--- config.mk ---
export PLATFORM = sky130hd
export DESIGN_NAME = branch_target_buffer_lru_top
export DESIGN_NICKNAME = d
export VERILOG_FILES = /design/src/btb_lru_pkg.sv /design/src/btb_lru_cell.sv /design/src/branch_target_buffer_lru_top.sv
export SDC_FILE = /design/constraint.sdc
export NUM_CORES = 2
export LEC_CHECK = 0
export BUFFER_PORTS_ARGS = -buffer_cell sky130_fd_sc_hd__buf_2
export CAP_MARGIN = 0
export CORE_AREA = 2 2 319 478
export DETAILED_ROUTE_END_ITERATION = 12
export DIE_AREA = 0 0 321 480
export PLACE_DENSITY = 0.5
export SYNTH_ARGS = -nofsm -noshare
export SYNTH_HDL_FRONTEND = slang
export SYNTH_SLANG_ARGS = --single-unit
--- constraint.sdc ---
create_clock -name i_clk -period 18.2 [get_ports i_clk]
set_clock_uncertainty 0.1 [all_clocks]
set_input_delay 0.91 -clock i_clk [delete_from_list [all_inputs] [get_ports i_clk]]
set_output_delay 0.91 -clock i_clk [all_outputs]
set_load 0.005 [all_outputs]
--- src/btb_lru_pkg.sv ---
// Shared constants, codes and cell interface types for the branch target buffer.
package btb_lru_pkg;

    localparam int unsigned ENTRIES    = 16;
    localparam int unsigned ADDR_BITS  = 32;
    // Fixed port widths
    localparam int unsigned DATA_W     = 32;
    localparam int unsigned OUT_SLOT_W = 4;
    // Stored address width: addresses are taken modulo 2^ADDR_BITS
    localparam int unsigned ADDR_W     = (ADDR_BITS < DATA_W) ? ADDR_BITS : DATA_W;
    localparam int unsigned SLOT_W     = (ENTRIES > 1) ? $clog2(ENTRIES) : 1;
    localparam int unsigned RANK_W     = SLOT_W;
    // Touch rank can be ENTRIES itself (fill into a free slot)
    localparam int unsigned ORANK_W    = $clog2(ENTRIES + 1);

    localparam logic ACT_LOOKUP = 1'b0;
    localparam logic ACT_UPDATE = 1'b1;

    typedef enum logic [1:0] {
        ST_IDLE = 2'b01,
        ST_EXEC = 2'b10
    } t_state;

    typedef struct packed {
        logic               touch;      // recency update this cycle
        logic               sel;        // this cell becomes most recent
        logic               write;      // load tag, target, taken
        logic               set_taken;  // rewrite taken bit only
        logic [ORANK_W-1:0] old_rank;   // rank of the touched entry
    } t_cell_ctl;

    typedef struct packed {
        logic              valid;
        logic              match;
        logic              victim;      // holds the oldest rank
        logic              free_first;  // lowest free slot
        logic [RANK_W-1:0] rank;
        logic [ADDR_W-1:0] target;
        logic              taken;
    } t_cell_stat;

endpackage

--- src/btb_lru_cell.sv ---
// One buffer entry: tag compare, payload storage and LRU rank counter.
module btb_lru_cell (
    input  logic                          i_clk,
    input  logic                          i_rst_n,
    input  logic                          i_prev_valid,
    input  logic [btb_lru_pkg::ADDR_W-1:0] i_tag,
    input  logic [btb_lru_pkg::ADDR_W-1:0] i_target,
    input  logic                          i_taken,
    input  btb_lru_pkg::t_cell_ctl        i_ctl,
    output btb_lru_pkg::t_cell_stat       o_stat
);

    logic                          r_valid;
    logic [btb_lru_pkg::ADDR_W-1:0] r_tag;
    logic [btb_lru_pkg::ADDR_W-1:0] r_target;
    logic                          r_taken;
    logic [btb_lru_pkg::RANK_W-1:0] r_rank;
    logic                          younger;

    // Younger than the touched entry: ages by one
    assign younger = r_valid &&
        ({1'b0, r_rank} < btb_lru_pkg::ORANK_W'(i_ctl.old_rank));

    always_ff @(posedge i_clk) begin
        if (!i_rst_n) begin
            r_valid <= 1'b0;
            r_rank  <= '0;
        end else begin
            if (i_ctl.write) begin
                r_valid <= 1'b1;
            end
            if (i_ctl.touch) begin
                if (i_ctl.sel) begin
                    r_rank <= '0;
                end else if (younger) begin
                    r_rank <= r_rank + 1'b1;
                end
            end
        end
    end

    always_ff @(posedge i_clk) begin
        if (i_ctl.write) begin
            r_tag    <= i_tag;
            r_target <= i_target;
            r_taken  <= i_taken;
        end else if (i_ctl.set_taken) begin
            r_taken <= i_taken;
        end
    end

    always_comb begin
        o_stat            = '0;
        o_stat.valid      = r_valid;
        o_stat.match      = r_valid && (r_tag == i_tag);
        o_stat.victim     = r_valid && (r_rank == btb_lru_pkg::RANK_W'(btb_lru_pkg::ENTRIES - 1));
        // Valid slots form a prefix, so the first free one follows a valid neighbor
        o_stat.free_first = !r_valid && i_prev_valid;
        o_stat.rank       = r_rank;
        o_stat.target     = r_target;
        o_stat.taken      = r_taken;
    end

endmodule

--- src/branch_target_buffer_lru_top.sv ---
// Top level of the fully associative branch target buffer with true LRU replacement.
//
// Command channel: i_action, i_source_address, i_target_in and i_taken_in; the
//   transfer happens at the rising edge where start is high and busy is low.
// Result channel: o_valid strobes for exactly one cycle with o_hit,
//   o_predicted_taken, o_target_address and o_slot. The receiver cannot stall;
//   the result is transferred at the edge that ends that cycle.
// Timing: the command is captured at the accepting edge; the row of cells compares
//   and updates in the execute state that follows (busy high), and the result
//   registers load as that state ends. The result is then on the ports with busy low,
//   and the edge that transfers it can also accept the next command. busy blocks the
//   input during the execute state, so a new command is not taken before the last is done.
// Structure: a row of ENTRIES identical cells, each with its own tag compare and
//   rank counter; each cell hands its valid bit to its neighbor to find the
//   lowest free slot. When full, the victim is the cell holding the oldest rank.
// Reset: i_rst_n (synchronous, active low) empties the buffer and clears all
//   ranks; no clearing pass is needed, the first command is taken right after.
module branch_target_buffer_lru_top (
    input  logic        i_clk,
    input  logic        i_rst_n,
    input  logic        start,
    output logic        busy,
    input  logic        i_action,
    input  logic [31:0] i_source_address,
    input  logic [31:0] i_target_in,
    input  logic        i_taken_in,
    output logic        o_valid,
    output logic        o_hit,
    output logic        o_predicted_taken,
    output logic [31:0] o_target_address,
    output logic [3:0]  o_slot
);

    localparam int unsigned N = btb_lru_pkg::ENTRIES;

    btb_lru_pkg::t_state r_state, n_state;

    // Captured command
    logic                           r_action;
    logic [btb_lru_pkg::ADDR_W-1:0] r_tag;
    logic [btb_lru_pkg::ADDR_W-1:0] r_target;
    logic                           r_taken;

    // Result registers
    logic                           r_valid;
    logic                           r_hit;
    logic                           r_pred;
    logic [btb_lru_pkg::ADDR_W-1:0] r_out_target;
    logic [btb_lru_pkg::SLOT_W-1:0] r_slot;

    btb_lru_pkg::t_cell_stat stat [N];
    btb_lru_pkg::t_cell_ctl  ctl  [N];

    logic                            accept;
    logic                            exec;
    logic                            is_update;
    logic [N-1:0]                    match_v;
    logic [N-1:0]                    victim_v;
    logic [N-1:0]                    free_v;
    logic [N-1:0]                    ins_v;
    logic [N-1:0]                    sel_v;
    logic                            found;
    logic                            full;
    logic                            insert;
    logic                            touch;
    logic [btb_lru_pkg::ORANK_W-1:0] old_rank;
    logic [btb_lru_pkg::ADDR_W-1:0]  hit_target;
    logic                            hit_taken;
    logic [btb_lru_pkg::SLOT_W-1:0]  sel_slot;
    logic                            n_hit;
    logic                            n_pred;
    logic [btb_lru_pkg::ADDR_W-1:0]  n_out_target;

    assign busy      = (r_state == btb_lru_pkg::ST_EXEC);
    assign accept    = start && !busy;
    assign exec      = (r_state == btb_lru_pkg::ST_EXEC);
    assign is_update = (r_action == btb_lru_pkg::ACT_UPDATE);

    always_comb begin
        case (r_state)
            btb_lru_pkg::ST_IDLE: n_state = accept ? btb_lru_pkg::ST_EXEC
                                                   : btb_lru_pkg::ST_IDLE;
            btb_lru_pkg::ST_EXEC: n_state = btb_lru_pkg::ST_IDLE;
            default:              n_state = btb_lru_pkg::ST_IDLE;
        endcase
    end

    always_ff @(posedge i_clk) begin
        if (!i_rst_n) begin
            r_state <= btb_lru_pkg::ST_IDLE;
            r_valid <= 1'b0;
        end else begin
            r_state <= n_state;
            r_valid <= exec;
        end
    end

    always_ff @(posedge i_clk) begin
        if (accept) begin
            r_action <= i_action;
            r_tag    <= i_source_address[btb_lru_pkg::ADDR_W-1:0];
            r_target <= i_target_in[btb_lru_pkg::ADDR_W-1:0];
            r_taken  <= i_taken_in;
        end
        if (exec) begin
            r_hit        <= n_hit;
            r_pred       <= n_pred;
            r_out_target <= n_out_target;
            r_slot       <= sel_slot;
        end
    end

    // Row of cells; each passes its valid bit to the next
    for (genvar g = 0; g < N; g++) begin : g_cell
        logic prev_valid;
        if (g == 0) begin : g_head
            assign prev_valid = 1'b1;
        end else begin : g_link
            assign prev_valid = stat[g-1].valid;
        end
        btb_lru_cell u_cell (
            .i_clk       (i_clk),
            .i_rst_n     (i_rst_n),
            .i_prev_valid(prev_valid),
            .i_tag       (r_tag),
            .i_target    (r_target),
            .i_taken     (r_taken),
            .i_ctl       (ctl[g]),
            .o_stat      (stat[g])
        );
    end

    // Gather status; tags of valid entries are unique, so at most one match
    always_comb begin
        match_v  = '0;
        victim_v = '0;
        free_v   = '0;
        for (int i = 0; i < N; i++) begin
            match_v[i]  = stat[i].match;
            victim_v[i] = stat[i].victim;
            free_v[i]   = stat[i].free_first;
        end
        found  = |match_v;
        full   = stat[N-1].valid;
        insert = exec && is_update && !found;
        ins_v  = full ? victim_v : free_v;
        sel_v  = found ? match_v : (insert ? ins_v : '0);
        touch  = exec && (is_update ? !found : found);
    end

    // One-hot selects of rank, payload and slot number
    always_comb begin
        old_rank   = '0;
        hit_target = '0;
        hit_taken  = 1'b0;
        sel_slot   = '0;
        for (int i = 0; i < N; i++) begin
            if (sel_v[i]) begin
                old_rank = old_rank | btb_lru_pkg::ORANK_W'(stat[i].rank);
                sel_slot = sel_slot | btb_lru_pkg::SLOT_W'(i);
            end
            if (match_v[i]) begin
                hit_target = hit_target | stat[i].target;
                hit_taken  = hit_taken | stat[i].taken;
            end
        end
        // Fill into a free slot: every valid entry ages
        if (insert && !full) begin
            old_rank = btb_lru_pkg::ORANK_W'(N);
        end
    end

    always_comb begin
        for (int i = 0; i < N; i++) begin
            ctl[i]           = '0;
            ctl[i].touch     = touch;
            ctl[i].sel       = sel_v[i];
            ctl[i].write     = insert && ins_v[i];
            ctl[i].set_taken = exec && is_update && match_v[i];
            ctl[i].old_rank  = old_rank;
        end
    end

    // Update always reports the taken bit it stored
    assign n_hit        = found;
    assign n_pred       = is_update ? r_taken : (found && hit_taken);
    assign n_out_target = found ? hit_target : (is_update ? r_target : '0);

    assign o_valid           = r_valid;
    assign o_hit             = r_hit;
    assign o_predicted_taken = r_pred;
    assign o_target_address  = 32'(r_out_target);
    assign o_slot            = btb_lru_pkg::OUT_SLOT_W'(r_slot);

endmodule

**Yosys cells after proc, flatten, opt, wreduce, memory -nomap -nowiden**

Index checks and enable logic that the tools add are counted.

- Input bits: 69
- Register bits after elaboration: 1227
- Output and inout bits: 40

- Order comparisons: 16
- Reduce and logical (&&, ||, !) cells: 172
- Multiplexer cells: 132
- Add/sub/neg operators: 16
- Bitwise operators: 45
- Eq/ne operators: 34

Operators with widths:

| kind | number |
|---|---|
| $mux W32 | 18 |
| $eq A32 B32 Y1 | 16 |
| $or A32 B32 Y32 | 15 |
| $mux W4 | 33 |
| $logic_and A1 B1 Y1 | 101 |
| $lt A4 B5 Y1 | 16 |
| $mux W5 | 16 |
| $or A5 B4 Y5 | 15 |
| $add A4 B1 Y4 const B | 16 |
| $eq A4 B4 Y1 const B | 16 |
| $reduce_bool A2 Y1 | 32 |
| $mux W1 | 53 |
| $mux W16 | 3 |
| $reduce_and A2 Y1 | 17 |
| $logic_not A1 Y1 | 18 |
| $reduce_or A16 Y1 | 1 |
| $or A1 B1 Y1 | 15 |
| $mux W3 | 4 |
| $mux W2 | 5 |
| $reduce_or A8 Y1 | 1 |
| $reduce_or A4 Y1 | 1 |
| $eq A2 B1 Y1 const B | 1 |
| $eq A2 B2 Y1 const B | 1 |
| $reduce_or A2 Y1 | 1 |

**Depth between registers and ports, before layout**

- Depth after elaboration: 43
- Mapped depth: 24

**Modules after synthesis**

From an unflattened synthesis, not the netlist that was laid out.

- Cell total of the unflattened synthesis: 3333
- Area, all modules: 51141.5 sq um

Modules (own cells, without submodules):

| module | cells each | seq. area each (sq um) | area an instance (sq um) | times used |
|---|---|---|---|---|
| btb_lru_cell | 161 | 2052.0 | 2712.6 | 16 |
| branch_target_buffer_lru_top | 757 | 3183.1 | 7739.9 | 1 |

**Worst setup path before layout**

No wires, ideal clock.

- Path type: reg2reg
- From: reg r_state[1]
- To: reg g_cell[5].u_cell.r_rank[3] (netlist bit)
- Slack: 7.688 ns
- Stages on the path, launching flop included: 13
- Arrival time: 10.341 ns
- Path buffers: 1
- Required time: 18.029 ns
- Setup time: 0.071 ns
- Cell sequence: dfxtp_1 nor2b_1 nand2_1 clkbuf_1 nor3_1 a222oi_1 a31o_2 ha_1 a21oi_1 a21oi_1 or3_1 or4_1 a21oi_1

- Longest elaborated chain between the ends: 41

RTL lines:

| element | RTL line | text |
|---|---|---|
| start, declared | branch_target_buffer_lru_top.sv:36 | `btb_lru_pkg::t_state r_state, n_state;` |
| start signal, assigned | branch_target_buffer_lru_top.sv:90 | `r_state <= btb_lru_pkg::ST_IDLE;` |
| start signal, assigned | branch_target_buffer_lru_top.sv:93 | `r_state <= n_state;` |
| $eq A2 B2 Y1 (*) | -- |  |
| via busy | branch_target_buffer_lru_top.sv:22 | `output logic busy,` |
| $logic_and A1 B1 Y1 (2 in a row) | branch_target_buffer_lru_top.sv:145 | `insert = exec && is_update && !found;` |
| $mux W16 (2 in a row) | branch_target_buffer_lru_top.sv:147 | `sel_v = found ? match_v : (insert ? ins_v : '0);` |
| $mux W4 | branch_target_buffer_lru_top.sv:158 | `if (sel_v[i]) begin` |
| $or A5 B4 Y5 | branch_target_buffer_lru_top.sv:159 | `old_rank = old_rank \| btb_lru_pkg::ORANK_W'(stat[i].rank);` |
| $mux W5 | branch_target_buffer_lru_top.sv:158 |  |
| $or A5 B4 Y5 | branch_target_buffer_lru_top.sv:159 |  |
| [... 24 more ...] | -- |  |
| $mux W5 | branch_target_buffer_lru_top.sv:158 |  |
| $or A5 B4 Y5 | branch_target_buffer_lru_top.sv:159 |  |
| $mux W5 | branch_target_buffer_lru_top.sv:158 |  |
| $mux W5 | branch_target_buffer_lru_top.sv:168 | `if (insert && !full) begin` |
| $lt A4 B5 Y1 | btb_lru_cell.sv:22 | `({1'b0, r_rank} < btb_lru_pkg::ORANK_W'(i_ctl.old_rank));` |
| $logic_and A1 B1 Y1 | btb_lru_cell.sv:21 | `assign younger = r_valid &&` |
| $reduce_bool A2 Y1 (no source line) | -- |  |
| $reduce_and A2 Y1 (no source line) | -- |  |
| end signal, assigned | btb_lru_cell.sv:36 | `r_rank <= r_rank + 1'b1;` |
| end, declared | btb_lru_cell.sv:17 | `logic [btb_lru_pkg::RANK_W-1:0] r_rank;` |

Mark *: on every way through the listed nets, which the timed path passes. The rest lies on a longest branch.
A chain may end at the register's enable or synchronous reset.

**Worst setup path after layout**

- From: reg r_tag[29] (netlist bit)
- To: reg g_cell[5].u_cell.r_rank[3] (netlist bit)

- Longest elaborated chain between the ends: 43

RTL lines:

| element | RTL line | text |
|---|---|---|
| start, declared | branch_target_buffer_lru_top.sv:40 | `logic [btb_lru_pkg::ADDR_W-1:0] r_tag;` |
| start signal, assigned | branch_target_buffer_lru_top.sv:101 | `r_tag <= i_source_address[btb_lru_pkg::ADDR_W-1:0];` |
| $eq A32 B32 Y1 | btb_lru_cell.sv:55 | `o_stat.match = r_valid && (r_tag == i_tag);` |
| $logic_and A1 B1 Y1 | btb_lru_cell.sv:55 |  |
| $reduce_or A16 Y1 | branch_target_buffer_lru_top.sv:143 | `found = \|match_v;` |
| $logic_not A1 Y1 | branch_target_buffer_lru_top.sv:145, branch_target_buffer_lru_top.sv:148 |  |
| $logic_and A1 B1 Y1 | branch_target_buffer_lru_top.sv:145 |  |
| $mux W16 (2 in a row) | branch_target_buffer_lru_top.sv:147 |  |
| $mux W4 | branch_target_buffer_lru_top.sv:158 |  |
| $or A5 B4 Y5 | branch_target_buffer_lru_top.sv:159 |  |
| [... 26 more ...] | -- |  |
| $mux W5 | branch_target_buffer_lru_top.sv:158 |  |
| $or A5 B4 Y5 | branch_target_buffer_lru_top.sv:159 |  |
| $mux W5 | branch_target_buffer_lru_top.sv:158 |  |
| $mux W5 | branch_target_buffer_lru_top.sv:168 |  |
| $lt A4 B5 Y1 | btb_lru_cell.sv:22 |  |
| $logic_and A1 B1 Y1 | btb_lru_cell.sv:21 |  |
| $reduce_bool A2 Y1 (no source line) | -- |  |
| $reduce_and A2 Y1 (no source line) | -- |  |

Parallel ways exist; a longest one is shown, timed or not.

==> summary by stage <==
Status
The run finished with clean final reports.

Min path
The min-delay analysis places its worst path in the category input pin to flop. Along the worst hold path, the cell count comes to 1.

Setup path
The peak per-stage delay on the critical path is 780 ps. The critical path is of the flop to flop type. The critical path goes through buf_4, xor2_1, or4_1, nor4_2, nand3_1, nand4_1, or4_1, buf_4, nor2_1, nand2_1, clkinv_2, a2111oi_0, a21o_1, ha_1, a21o_1, a21oi_1, a21oi_1, or3_1, or4_1, a21oi_1. The critical path's slowest cell is a21o_1. The kind of launch point of the worst setup path is a flop. The arrival time of data at the critical path endpoint is 8040 ps. The critical path capture point type is a flop.

Counting cells, the worst reg-to-reg path comes to 20. At the worst endpoint, the required time is ~19000 ps. The maximum fanout along the worst path is 25.

Die
The initialized floorplan defines 174 standard-cell rows. Pin placement for this block handled between 100 and 150 I/O pins. The full die area is approximately 150000 um^2.

The die is 480 um tall. The die is around 320 um wide. After floorplanning, the core was sized to cover 150000 um^2. The initial cell density of the core is around a third.

Clock network
The clock tree synthesis step divided the H-tree into 4 levels. Post-CTS repair changed the size of 0 cells. In this run the clock root is driven by a clkbuf_16. The clock tree from TritonCTS is built. Clock-pin slew was measured on the worst setup and hold paths at 60 ps. Counting every sink on the clock net gives 1227. TritonCTS created 132 clock buffers. The post-CTS setup-driven buffer insertion count is 0. The maximum count of clock buffers along a single path is 3. For the worst-skew pair, the clock arrives at the later sink with an insertion delay of 780 ps. The post-cts hold buffer count is 0.

Synthesis
In the synthesized netlist, the number of instances is around 3500. The mean instance size in the synthesized netlist is about 15 um^2. The leading register cell type out of synthesis is edfxtp_1. Yosys mapped a number of flops with a built-in enable equal to 1144. The post-synthesis instance area is 52200 um^2. After synthesis the netlist holds a flip-flop and latch count of 1227.

Of all flip-flops after synthesis, the portion carrying an async set or reset was 0%. The synthesized net count is 3610. The sequential-to-total area share from yosys stat is 69.0%.

During synthesis, Yosys emitted a total of 0 warnings. Yosys mapped the design onto 77 distinct sky130hd cell types.

Job
The max-cap check violation count is 0.

Routing
The detail-routed via count per cell is around 5.8. The total routed wirelength is 174 mm. Across all layers, the routed design uses 32914 vias. The remaining routing DRC violations is 0. The number of DRC markers after the initial detailed-route iteration is roughly 3000. The count of nets left with antenna violations after detail routing is 0.

The length of the first detailed-routing pass in iterations is 6. The routed wirelength normalized by instance count is a little over 30 um.

Timing
The routed design could run at a clock period as short as 7440 ps. The final hold violation count is 0. The worst pin sits at a relative slew slack of 27.4%.

The max-slew violation count is 0. In the post-route analysis, the smallest setup slack over all paths is between 10000 and 15000 ps. Setup repair after global routing left no endpoint under its margin. Setup violations remaining at the end of the flow were counted as 0. The post-route clock period utilization is 40.9%. The slew at the pin closest to its max-slew limit is 1080 ps.

The post-route setup TNS is 0 ps. Based on the critical path, the design can be clocked at up to around 130 MHz.

Global route
The maximum number of pins on one net before global-route repair is 54. The first global-routing pass estimated around 240 mm of wire. Global routing used 22.3% of the available tracks across all layers. The initial antenna violation count is 3. For this run the aggregate overflow at the end of global routing stands at 0. The number of global-route vias before repair is 32586.

Placement
The count of buffers added on input and output ports is 108. Before CTS, the worst setup slack after placement is between 10000 and 15000 ps. The weighted congestion at the end of routability-driven global placement is 0.900. The final HPWL from detailed placement is about 100 mm.

Power
Dividing total power by cell area gives a power density of ~100 nW/um^2. The total design power is 5.94 mW. Summed over all cells, the static leakage comes to 18.4 nW.

Across the VDD grid, the largest voltage drop is 0.0684 mV.

Finish
The proportion of layout cells with a drive suffix above 1 is a little under an eighth. The net count of the finished layout is 3785. The layout has 13833 filler cells. Compared with the post-synthesis result, the final layout area differs by 13.4%.
[metal layers]
metal / GRT usage [%] / vias up / wire length [um]
met5: 0 / - / 34
met4: 10.6 / 4 / 8570
met3: 3.12 / 379 / 8700
met2: 39.0 / 1223 / 88000
met1: 27.0 / 17074 / 68900
li1: - / 14234 / -
[state kept, by name (all words and copies together) (netlist names)]
register and count:
g_cell.u_cell.r_valid 16, o_hit 1, g_cell.u_cell.r_tag 512, o_predicted_taken 1
g_cell.u_cell.r_taken 16, o_slot 4, is_update 1, r_state 2
r_taken 1, g_cell.u_cell.r_rank 64, r_tag 32, g_cell.u_cell.r_target 512
r_target 32, o_target_address 32, o_valid 1
[logic make-up after synthesis]
family / Yosys count / share of synthesized area (%)
buf+inv: 213 / 2.18
flops: 1227 / 69.0
simple gates: 802 / 9.10
fa+ha+maj: 64 / 1.53
compound gates: 646 / 9.32
xor+xnor: 521 / 8.75
mux: 4 / 0.0815
[cells in the final DEF, fill, tap and decap left out, drive strengths merged, types with 20 or more instances in the layout]
master / n
and4: 20
and3: 23
inv: 58
a21oi: 78
nand4: 211
a211o: 44
nor4: 58
clkbuf: 167
o21a: 26
a221oi: 76
or4: 48
nand2: 76
buf: 206
nor3: 43
clkinv: 46
a22o: 79
xnor2: 431
nand3: 159
a22oi: 148
edfxtp: 1144
xor2: 90
ha: 64
o31ai: 23
nor2: 63
o21ai: 42
dfxtp: 83
[critical path: cells and delay by family (launching register included)]
| kind | cells | cell delay (ps) |
|---|---|---|
| AOI/OAI and AO/OA | 6 | 1900 |
| and+or+nand+nor | 9 | 2770 |
| adders and majority gates | 1 | 390 |
| buffers and inverters | 3 | 1290 |
| xor gates and xnor gates | 1 | 130 |
| DFF | 1 | 730 |
[Yosys cell counts, types with 7 or more instances]
master | n | area share (%)
nand2_1 | 76 | 0.55
inv_1 | 47 | 0.34
a211oi_1 | 8 | 0.12
xnor2_1 | 431 | 7.2
dfxtp_1 | 83 | 3.2
nor2_1 | 62 | 0.45
and4_1 | 20 | 0.34
o31ai_1 | 23 | 0.33
o21bai_1 | 11 | 0.16
nand3_1 | 159 | 1.5
xor2_1 | 90 | 1.5
a211o_1 | 44 | 0.74
o221ai_1 | 14 | 0.24
a21o_1 | 16 | 0.23
a31oi_1 | 18 | 0.22
o21ai_0 | 40 | 0.38
buf_6 | 23 | 0.50
ha_1 | 64 | 1.5
nand2b_1 | 18 | 0.22
or3_1 | 18 | 0.22
or4_1 | 47 | 0.68
o22ai_1 | 9 | 0.11
buf_4 | 43 | 0.62
nor4_2 | 7 | 0.17
a21oi_1 | 78 | 0.75
and3_1 | 23 | 0.28
buf_1 | 12 | 0.086
a21boi_1 | 9 | 0.13
nand4_1 | 211 | 2.5
a22o_1 | 79 | 1.3
clkbuf_1 | 83 | 0.60
nor4b_1 | 8 | 0.13
o32ai_1 | 9 | 0.15
a22oi_1 | 148 | 2.1
o21a_1 | 24 | 0.35
edfxtp_1 | 1144 | 66
nor3_1 | 42 | 0.40
o211ai_1 | 8 | 0.12
a221oi_1 | 76 | 1.3
nand4b_1 | 12 | 0.20
nor4bb_1 | 8 | 0.15
nor4_1 | 51 | 0.61
[stage by stage]
stage / util, % / cells / cell area, um^2 / hold WS [ps]
after CTS: 39.5 / 5690 / 59200 / 156
after floorplan: - / 3477 / 52200 / 369
after global routing: 39.5 / 5690 / 59200 / 183
after global placement: 36.8 / 5454 / 55100 / 417
after detailed placement: 36.8 / 5454 / 55100 / 416
final: 39.5 / 5693 / 59200 / 205
[path summary, 6_finish.rpt]
path	slack, ps	startpoint	to
worst max register to register	10760	r_tag[29]$_DFFE_PP_	g_cell[5].u_cell.r_rank[3]$_SDFFE_PN0P_
worst min register to register	440	g_cell[14].u_cell.r_rank[3]$_SDFFE_PN0P_	g_cell[14].u_cell.r_rank[3]$_SDFFE_PN0P_
worst max-delay path	10760	r_tag[29]$_DFFE_PP_	g_cell[5].u_cell.r_rank[3]$_SDFFE_PN0P_
worst min-delay path	210	i_target_in[6]	r_target[6]$_DFFE_PP_
[final cells by class]
class,count,area [um^2],area share (%)
inverter,48,181,0.307
clock inverter,69,603,1.02
sequential,1227,36000,60.9
multi-input combinational,2037,15200,25.7
timing repair buffer,206,1280,2.16
antenna,3,7.51,0.0127
clock buffer,167,3500,5.91
tap,1936,2420,4.09
[power breakdown]
| group | internal, mW | switching [mW] | total, mW |
|---|---|---|---|
| clock | 1.48 | 1.13 | 2.61 |
| combinational | 0.0635 | 0.151 | 0.214 |
| sequential | 3.10 | 0.0233 | 3.12 |
| total | 4.64 | 1.30 | 5.94 |
(Power assumes the default switching activity.)
